==> src/rtl/ecr_pkg.sv <==
`timescale 1ns / 1ps
// ----------------------------------------------------------------------------
// ecr_pkg: shared constants for the elastic disc collision block
// Default word width and the result status codes.
// ----------------------------------------------------------------------------
package ecr_pkg;

    localparam int ECR_DATA_WIDTH = 32;

    typedef enum logic [1:0] {
        ST_OK         = 2'd0,
        ST_COINCIDENT = 2'd1,
        ST_ZERO_MASS  = 2'd2
    } ecr_status_t;

endpackage

==> src/rtl/ecr_delay.sv <==
`timescale 1ns / 1ps
// ----------------------------------------------------------------------------
// ecr_delay: enabled shift line
// Carries side-band values alongside the arithmetic pipeline.
// ----------------------------------------------------------------------------
module ecr_delay
    import ecr_pkg::*;
#(
    parameter int WIDTH = ECR_DATA_WIDTH,
    parameter int DEPTH = 2
) (
    input  logic             aclk,
    input  logic             en,
    input  logic [WIDTH-1:0] d,
    output logic [WIDTH-1:0] q
);

    logic [WIDTH-1:0] pipe_reg [DEPTH];

    always_ff @(posedge aclk) begin
        if (en) begin
            pipe_reg[0] <= d;
            for (int i = 1; i < DEPTH; i++) begin
                pipe_reg[i] <= pipe_reg[i-1];
            end
        end
    end

    assign q = pipe_reg[DEPTH-1];

endmodule

==> config.mk <==
export PLATFORM = sky130hd
export DESIGN_NAME = ecr_delay
export DESIGN_NICKNAME = d
export VERILOG_FILES = /design/src/rtl/ecr_pkg.sv /design/src/rtl/ecr_delay.sv
export SDC_FILE = /design/constraint.sdc
export NUM_CORES = 1
export LEC_CHECK = 0
export BUFFER_PORTS_ARGS = -buffer_cell sky130_fd_sc_hd__buf_2
export CORE_ASPECT_RATIO = 1.25
export CORE_UTILIZATION = 53
export CTS_CLUSTER_SIZE = 40
export DETAILED_ROUTE_END_ITERATION = 7
export GPL_ROUTABILITY_DRIVEN = 0
export HOLD_SLACK_MARGIN = 0.12
export MAX_ROUTING_LAYER = met4
export PLACE_DENSITY = 0.82
export SETUP_SLACK_MARGIN = 0.3
export SLEW_MARGIN = 30
export SYNTH_ARGS = -nofsm -noshare
export SYNTH_HDL_FRONTEND = slang
export SYNTH_SLANG_ARGS = --single-unit
==> constraint.sdc <==
create_clock -name aclk -period 1.45 [get_ports aclk]
set_clock_uncertainty 0.1 [all_clocks]
set_input_delay 0.2175 -clock aclk [delete_from_list [all_inputs] [get_ports aclk]]
set_output_delay 0.2175 -clock aclk [all_outputs]
set_load 0.01 [all_outputs]
Yosys cells after proc, flatten, opt, wreduce, memory -nomap -nowiden. Memories as Yosys holds them, arrays and structs flattened. Cells that the tools add are included.

Memory bits (writable): 64. Memories kept: 1. Input bits: 34. Bits in registers: 0. Logic and storage cells: 3. Output and inout bits: 32.

Mux-type cells: 2.

Memory list: pipe_reg (depth 2, bits a word 32, rd ports 2, clocked after Yosys merged registers in 0, wr ports 2, line ecr_delay.sv:18) `logic [WIDTH-1:0] pipe_reg [DEPTH];`.

Operators with widths (count): $mux 1 (2).

Longest topological paths before layout.
Word-level depth: 2. Gate-level depth with buffers: 1. Gate-level depth less buffers: 0.

Least setup slack after synthesis. No wires, ideal clock.

Path type: register -> output. From: memory pipe_reg[0][32] (netlist bit). To: output port q[0]. Arrival: 0.476 ns. Required time: 1.133 ns. Stages on the path, launching flop included: 2. Buffers on the path: 1. Slack: 0.657 ns. Path through: edfxtp_1 > buf_4.

RTL lines: from (decl) (line ecr_delay.sv:18); to (decl) (line ecr_delay.sv:15) `output logic [WIDTH-1:0] q`.

==> flow_summary.toml <==
[cts]
htree_num_levels = 3
clockBufferDepth = 2
worstSkewPairLatency_ps = 320
postCtsSetupBuffers = 0
cts_root_buf = "clkbuf_8"
clock-sinks = 64
cts_tree = "built"
path_clk_slew_ps = 60
numCtsBuffers = 9

[drt]
viasPerCell = 4.34
wl_met3_um = 131
highest_layer = "met4"
detail_route.first_pass.iterations = 4
wl_met2_mm = 1.68
num_vias = 1011
drtIter0Drc = 17
met1_length_mm = 1.07
ant_nets = 0
drt-total-wl_mm = 3.01
drc = 0
wl_per_cell_um = 12.9

[sta]
holdWs_ps = 293
slew_headroom_pct = 80.6
setup_tns_ps = 0
maxSlewViolCount = 0
grt_setup_unrepaired = "yes"
tightest_slew_ps = 291
finalHoldViolCount = 0
setup_viol = 0
timing.final.crit_share_pct = 82.4
fin_crit_ps = 1190
fmax_mhz = 837

[pwr]
p_int_mw = 3.09
seq_power_share_pct = 58.3
pwr-share-comb_pct = 6.3
share_clk_of_total_power_pct = 35.4
ir_worst_vdd_v = 0.000795
p_switching_uw = 724
p_per_area_nw_per_um2 = 1340
leakage_nw = 1.12
power_switching_share_pct = 19.0

[synth]
synth_fp_nets = 130
syn_area_sq_um = 2160
yosysWarnings = 0
avgSynthCellArea_sq_um = 22.5
synthCells = 96
synth.distinct_cells = 2
ys_seq_elements = 64
seq_area_frac_synth_pct = 88.9

[critical_path]
end_kind = "output pin"
worst_ep_required_time_ps = 1130
critPathBufInv = 1
path_class = "reg2out"
worstRegToRegCells = 0
cp_top_family = "flip-flops"
cp_max_fo = 1
setup.worst_path.end = "q[15]"
r2r-end = "pipe_reg[0][56]"
crit_arrival_ps = 880
cp.depth = 1
crit_path_start_kind = "register"
crit_slowest_cell = "edfxtp_1"
slowest_delay_ps = 400
ff2ff_setup_slack_ps = 710
crit_chain = "buf_2"
crit_start = "pipe_reg[0][47]"
reg2reg_from = "pipe_reg[0][24]"

[cells_and_area]
fin_nets = 208
multi_input_area_sq_um = 0
antenna-diode-count = 0
largest_register_ffs = 64
final_layout_size_suffix_gt1_share_pct = 43.6
nFillCells = 226
syn2layout_area_growth_pct = 31.4
multi_input_cells = 0

[floorplan]
die_area_sq_um = 4340
die_h_um = 73.4
start_util_pct = 56.2
pin_count = 66
fp.dieW_um = 59.1
num_rows = 25
core-area_sq_um = 3850

[place]
placement.io_buffers = 65

[grt]
antenna_found_initial = 0
grt_pass1_wl_mm = 4.44
grtUsageTotal_pct = 16.2
grt_start_max_net_pins = 41
grt-ovfl-total = 0
grt_pass1_vias = 1034

[flow_run]
drv_cap = 0

[worst_hold_path]
hold_path.class = "in2reg"

[status]
status = "completed"
-- how the worst min path moves through the flow --
| stage | end | slack [ps] | depth (start not counted) | startpoint |
|---|---|---|---|---|
| 6_report | pipe_reg[0][40] | 290 | 2 | en |
| 5_1_grt | pipe_reg[0][54] | 290 | 2 | en |
| 4_1_cts | pipe_reg[0][24] | 270 | 2 | en |
| 3_5_place_dp | pipe_reg[0][21] | 300 | 1 | d[21] |
| 3_3_place_gp | pipe_reg[0][7] | 290 | 1 | d[7] |
| 2_1_floorplan | pipe_reg[0][0] | 220 | 0 | d[0] |
-- power by group through the flow --
stage          clock network, mW  registers (mW)  logic, mW
2_1_floorplan                  0            2.26      0.112
3_3_place_gp                   0            2.25      0.170
3_5_place_dp                   0            2.26      0.174
4_1_cts                     1.39            2.23      0.241
5_1_grt                     1.46            2.24      0.259
6_report                    1.35            2.23      0.242
-- cell type report --
type / instances / area (sq um) / area share (%)
Sequential cell: 64 / 1920 / 67.7
Timing Repair Buffer: 99 / 673 / 23.7
Clock buffer: 10 / 128 / 4.49
Tap cell: 54 / 67.6 / 2.38
Clock inverter: 6 / 50.0 / 1.76
-- metrics by stage --
stage / total power [mW] / setup slack (ps) / std cells / utilization [%] / area (sq um)
after floorplan: 2.37 / 657 / 96 / - / 2160
after global placement: 2.42 / 399 / 185 / 60.9 / 2340
after detailed placement: 2.44 / 377 / 185 / 60.9 / 2340
after CTS: 3.86 / 257 / 233 / 73.8 / 2840
after global routing: 3.96 / 228 / 233 / 73.8 / 2840
final: 3.82 / 256 / 233 / 73.8 / 2840
-- cells in the final DEF, fill, tap and decap left out --
cell type / count
buf_2: 65
edfxtp_1: 64
dlygate4sd3_1: 32
clkbuf_8: 9
clkinv_1: 4
bufinv_16: 1
clkbuf_1: 1
clkinv_2: 1
buf_12: 1
buf_4: 1
-- cell usage after synthesis --
library cell | instances | area share, %
edfxtp_1 | 64 | 89
buf_4 | 32 | 11
-- per-layer routing --
metal | GRT usage [%] | vias to the layer above
li1 | - | 480
met2 | 26.3 | 46
met5 | - | -
met1 | 14.6 | 473
met4 | 16.9 | 0
met3 | 3.87 | 12
-- cell families (layout without fill, tap and decap cells) --
kind of cell	Yosys count	in the layout	synth area share (%)
DFF	64	64	88.9
buffers and inverters	32	115	11.1
-- repair_timing --
| item | in CTS | in global routing |
|---|---|---|
| endpoints found under the hold margin | 32 | 0 |
| setup endpoints to repair | 26 | 32 |
| hold buffers | 32 | 0 |
| gates resized for setup | 0 | 0 |
| pin swaps | 0 | 0 |
No activity file was read; power rests on OpenSTA's default activity.
