`config.mk`:
```
export PLATFORM = sky130hd
export DESIGN_NAME = ecr_mul
export DESIGN_NICKNAME = d
export VERILOG_FILES = /design/src/rtl/ecr_pkg.sv /design/src/rtl/ecr_mul.sv
export SDC_FILE = /design/constraint.sdc
export NUM_CORES = 2
export LEC_CHECK = 0
export BUFFER_PORTS_ARGS = -buffer_cell sky130_fd_sc_hd__buf_4
export CAP_MARGIN = 20
export CORE_UTILIZATION = 45
export DETAILED_ROUTE_END_ITERATION = 10
export SETUP_SLACK_MARGIN = 0.2
export SLEW_MARGIN = 20
export SYNTH_ARGS = -nofsm -noshare
export SYNTH_HDL_FRONTEND = slang
export SYNTH_SLANG_ARGS = --single-unit
```
`constraint.sdc`:
```
create_clock -name aclk -period 6.6 [get_ports aclk]
set_clock_uncertainty 0.1 [all_clocks]
set_input_delay 0.33 -clock aclk [delete_from_list [all_inputs] [get_ports aclk]]
set_output_delay 0.33 -clock aclk [all_outputs]
set_load 0.01 [all_outputs]
```
`src/rtl/ecr_pkg.sv`:
```
`timescale 1ns / 1ps
// ----------------------------------------------------------------------------
// ecr_pkg: shared constants for the elastic disc collision block
// Default word width and the result status codes.
// ----------------------------------------------------------------------------
package ecr_pkg;

    localparam int ECR_DATA_WIDTH = 32;

    typedef enum logic [1:0] {
        ST_OK         = 2'd0,
        ST_COINCIDENT = 2'd1,
        ST_ZERO_MASS  = 2'd2
    } ecr_status_t;

endpackage

```
`src/rtl/ecr_mul.sv`:
```
`timescale 1ns / 1ps
// ----------------------------------------------------------------------------
// ecr_mul: two-stage unsigned multiplier
// B is cut into slices of at most a word plus one bit; partial products are
// registered, then summed.
// ----------------------------------------------------------------------------
module ecr_mul
    import ecr_pkg::*;
#(
    parameter int AW = ECR_DATA_WIDTH,
    parameter int BW = ECR_DATA_WIDTH
) (
    input  logic             aclk,
    input  logic             en,
    input  logic [AW-1:0]    a,
    input  logic [BW-1:0]    b,
    output logic [AW+BW-1:0] p
);

    localparam int SMAX = ECR_DATA_WIDTH + 1;
    localparam int NS0  = (BW + SMAX - 1) / SMAX;
    localparam int NS   = (NS0 < 2) ? 2 : NS0;
    localparam int SL   = (BW + NS - 1) / NS;
    localparam int PW   = AW + BW;

    logic [NS*SL-1:0] b_ext;
    logic [AW+SL-1:0] pp_reg [NS];
    logic [PW-1:0]    p_reg;
    logic [PW-1:0]    p_next;

    assign b_ext = (NS*SL)'(b);

    always_comb begin
        p_next = '0;
        for (int i = 0; i < NS; i++) begin
            p_next = p_next + (PW'(pp_reg[i]) << (i*SL));
        end
    end

    always_ff @(posedge aclk) begin
        if (en) begin
            for (int i = 0; i < NS; i++) begin
                pp_reg[i] <= (AW+SL)'(a) * (AW+SL)'(b_ext[i*SL +: SL]);
            end
            p_reg <= p_next;
        end
    end

    assign p = p_reg;

endmodule

```
# Word-level counts from Yosys, hierarchy flattened
# Memories as Yosys holds them, arrays and structs flattened.
# Cells that the tools add are included.
# Widths: inputs -> output; s select.
# op_classes
add_sub_neg	1
mul	2
mux	2
# ops
operator	n
$mul 32x16->48	2
$add 48x64->64	1
$mux 1	2
# totals
regBits	64
ram_bits	96
in_bits	66
elab_cells	7
n_memories	1
# mem_list
name	depth	width	rd	rd_clocked_by_memory_dff	write_ports	line_no	source
pp_reg	2	48	2	0	2	ecr_mul.sv:27	logic [AW+SL-1:0] pp_reg [NS];

# Longest topological paths before layout
# logic_depth
word_depth	2
depth_mapped	25
mapped_depth_nobuf	24

# Worst setup path before layout
# Ideal clock, no wire load.
# synth_timing
path_type	input to register
start	in a[10]
end	mem pp_reg[0][44] (netlist name) (data pin)
setup_ns	0.262
arrival_time_ns	6.034
required_ns	6.238
slack_ns	0.204
path_stages	20
n_path_buf	1
cell_sequence	clkbuf_1 > nand2_1 > fa_1 > fa_1 > fa_1 > fa_1 > inv_1 > fa_1 > fa_1 > ha_1 > a21o_1 > a21o_1 > a21oi_2 > o21ai_1 > or4_4 > a311oi_2 > nor3_1 > a2111oi_1 > o21bai_1 > xor2_1
# synth_rtl
element	line_no	source
from (decl)	ecr_mul.sv:15	input logic [AW-1:0] a,
to (decl)	ecr_mul.sv:27	

==> metrics.cfg <==
[synth]
yosysWarnings = 0
postSynth.asyncResetShare_pct = 0
yosys.area.top_type = fa_1
synth-edff-count = 160
yosys_most_used_dff = edfxtp_1
ys_ff_latch = 160
synth_cell_types = 72
syn_inst = 4236
synth.cell_area_um2 = 39200
synth_area_per_cell_um2 = 9.25
ys_seq_area_share_pct = 12.3
ys_top_cells_by_area = fa_1, edfxtp_1, inv_1
synth_fp_nets = 5411
synth_top_area_share_pct = 42.7

[clock_tree]
clk_latency_ps = 490
cts_tree = yes
htreeDepth = 4
cts_root_buf = clkbuf_16
cts.path.max_buffers = 2
clock-sinks = 160
ctsHoldBuffers = 0
path_clk_slew_ps = 80
cts_made_buffers = 17

[routing]
wire_per_inst_um = 18.3
postRouteAntennaNets = 0
top_layer = met5
wl_met3_um = 4060
wl_met1_um = 45200
drc = 0
drtIter0Drc = 1659
via_count = 29100
wl_met2_um = 51000
via_per_inst = 5.13
drt_wl_total_um = 104000
first_pass_iters = 5

[sta]
period_share_pct = 93.7
worst_slew_pin_slew_ps = 1080
relSlewSlack_pct = 28.3
rsz0062_at_grt = true
finalHoldViolCount = 0
setup_tns_ps = 0
final_max_slew_viol_count = 0
period_needed_ps = 6190
setup_violations = 0
max_freq_mhz = 162

[placement]
port_buffers = 129
dp_hpwl_um = 87800
dp.cells = 5641
gp_congestion = 0.936

[floorplan]
io_pins = 130
die_width_um = 297
fp.dieH_um = 297
start_util_pct = 45.8
rows = 107
coreArea_um2 = 85700
dieArea_um2 = 88300

[worst_setup_path]
crit_required_ps = 6740
crit_top_cell = fa_1
timing.rr.start = pp_reg[0][21]$_DFFE_PP_
critPathKind = in2reg
crit_path_max_fanout = 8
regToRegEndpoint = p[63]$_DFFE_PP_
reg2reg_depth = 11
ff2ff_setup_slack_ps = 2820
crit_arrival_ps = 6330
cp-end-kind = register
cp-start-kind = primary input
crit_path_end = pp_reg[0][92]$_DFFE_PP_
cp-startpoint = a[12]
worst_path_max_delay_cell = fa_1
critPathMaxStageDelay_ps = 520

[global_routing]
grt_pass1_wl_um = 173000
antenna_found_initial = 7
grt_start_max_net_pins = 137
track_usage_pct = 25.0
first_global_vias = 31800
grt-ovfl-total = 0

[final_layout]
largest_reg_flops = 96
post_route_cells_drive_above_1_share_pct = 12.5
syn_to_final_growth_pct = 13.8
fin_nets = 5694
fin_cells = 5677

[status]
status = finished clean

[hold_path]
min_path_type = in2reg
min_from = en

[flow_run]
max-cap-violations = 0

[cells by family after synthesis]
group,Yosys count,synth area share [%]
AOI/OAI and AO/OA,364,6.05
xor gates and xnor gates,126,2.82
adders and majority gates,1109,51.4
buffers and inverters,1128,10.8
DFF,160,12.3
and+or+nand+nor,1349,16.6
[synth_stat cells, types with 4 or more instances]
master / instances
a21oi_1: 126
clkbuf_1: 214
nor2_1: 77
nand3b_1: 5
a211oi_1: 7
and3_1: 19
a31o_2: 4
a21oi_2: 4
nand3_1: 44
and2_1: 428
edfxtp_1: 160
nor2b_1: 25
xor2_1: 41
nand4_1: 16
nand2b_1: 15
o21a_1: 8
a31oi_1: 14
nor3_1: 28
nor3b_1: 5
nand2_1: 670
o21ai_0: 39
o31ai_1: 6
o21ai_1: 19
inv_1: 910
o21bai_1: 21
buf_2: 4
o211ai_1: 4
xnor2_1: 85
a211o_1: 5
fa_1: 837
a21o_1: 64
ha_1: 272
[worst max-delay path, delay by kind of cell]
kind / cells / cell delay [ps]
adders and majority gates: 7 / 3260
xor gates and xnor gates: 1 / 140
and+or+nand+nor: 6 / 980
buffers and inverters: 8 / 970
AOI/OAI and AO/OA: 4 / 640
[per-stage QoR]
stage	setup slack, ps	util (%)	cell area, um2	hold slack (ps)
after floorplan	204	-	39200	300
after global placement	-232	50.9	43600	301
after detailed placement	-328	50.9	43600	305
after CTS	219	51.6	44200	105
after global routing	112	52.1	44600	125
final	414	52.1	44600	134
[layer usage]
| metal | vias to the layer above | global-route usage (%) |
|---|---|---|
| met3 | 165 | 2.29 |
| met4 | 12 | 8.63 |
| met1 | 15000 | 33.0 |
| met2 | 643 | 43.0 |
| met5 | - | 0 |
| li1 | 13300 | - |
[worst min-delay path by stage]
stage | endpoint | slack, ps | cells after the start
detailed placement | p[12]$_DFFE_PP_ | 300 | 0
global route | p[4]$_DFFE_PP_ | 120 | 1
CTS | pp_reg[0][5]$_DFFE_PP_ | 110 | 1
floorplan | p[0]$_DFFE_PP_ | 300 | 0
global placement | p[15]$_DFFE_PP_ | 300 | 0
finish | pp_reg[0][12]$_DFFE_PP_ | 130 | 1
[cell type report]
class	instances	area, um2
flip-flops and latches	160	4800
multi-input cells	2948	30400
clock buffers	17	425
inverters	910	3420
diodes	1	2.50
clock inverters	15	184
well taps	1144	1430
repair buffers	482	3960
fillers	8115	41100
[placed cells by master (no fill, tap or decap), types with 13 or more instances in the layout]
cell type,instances
inv_1,910
fa_1,836
nand2_1,668
buf_4,441
and2_1,428
ha_1,268
edfxtp_1,160
a21oi_1,124
xnor2_1,85
nor2_1,76
a21o_1,64
nand3_1,44
xor2_1,41
o21ai_0,39
nor2b_1,24
nor3_1,24
o21bai_1,21
and3_1,19
clkbuf_16,18
buf_6,18
buf_12,18
o21ai_1,17
nand4_1,16
nand2b_1,15
a31oi_1,13
[repair_timing]
action / CTS / global route
endpoints found under the setup margin: 1 / 29
cloned: 0 / 1
resized for setup: 1 / 70
pin swaps: 0 / 12
buffers inserted: 0 / 2
Power is left out: the tool's default activity adds up to more than one toggle a clock period on the data nets, which glitch-free logic cannot reach.
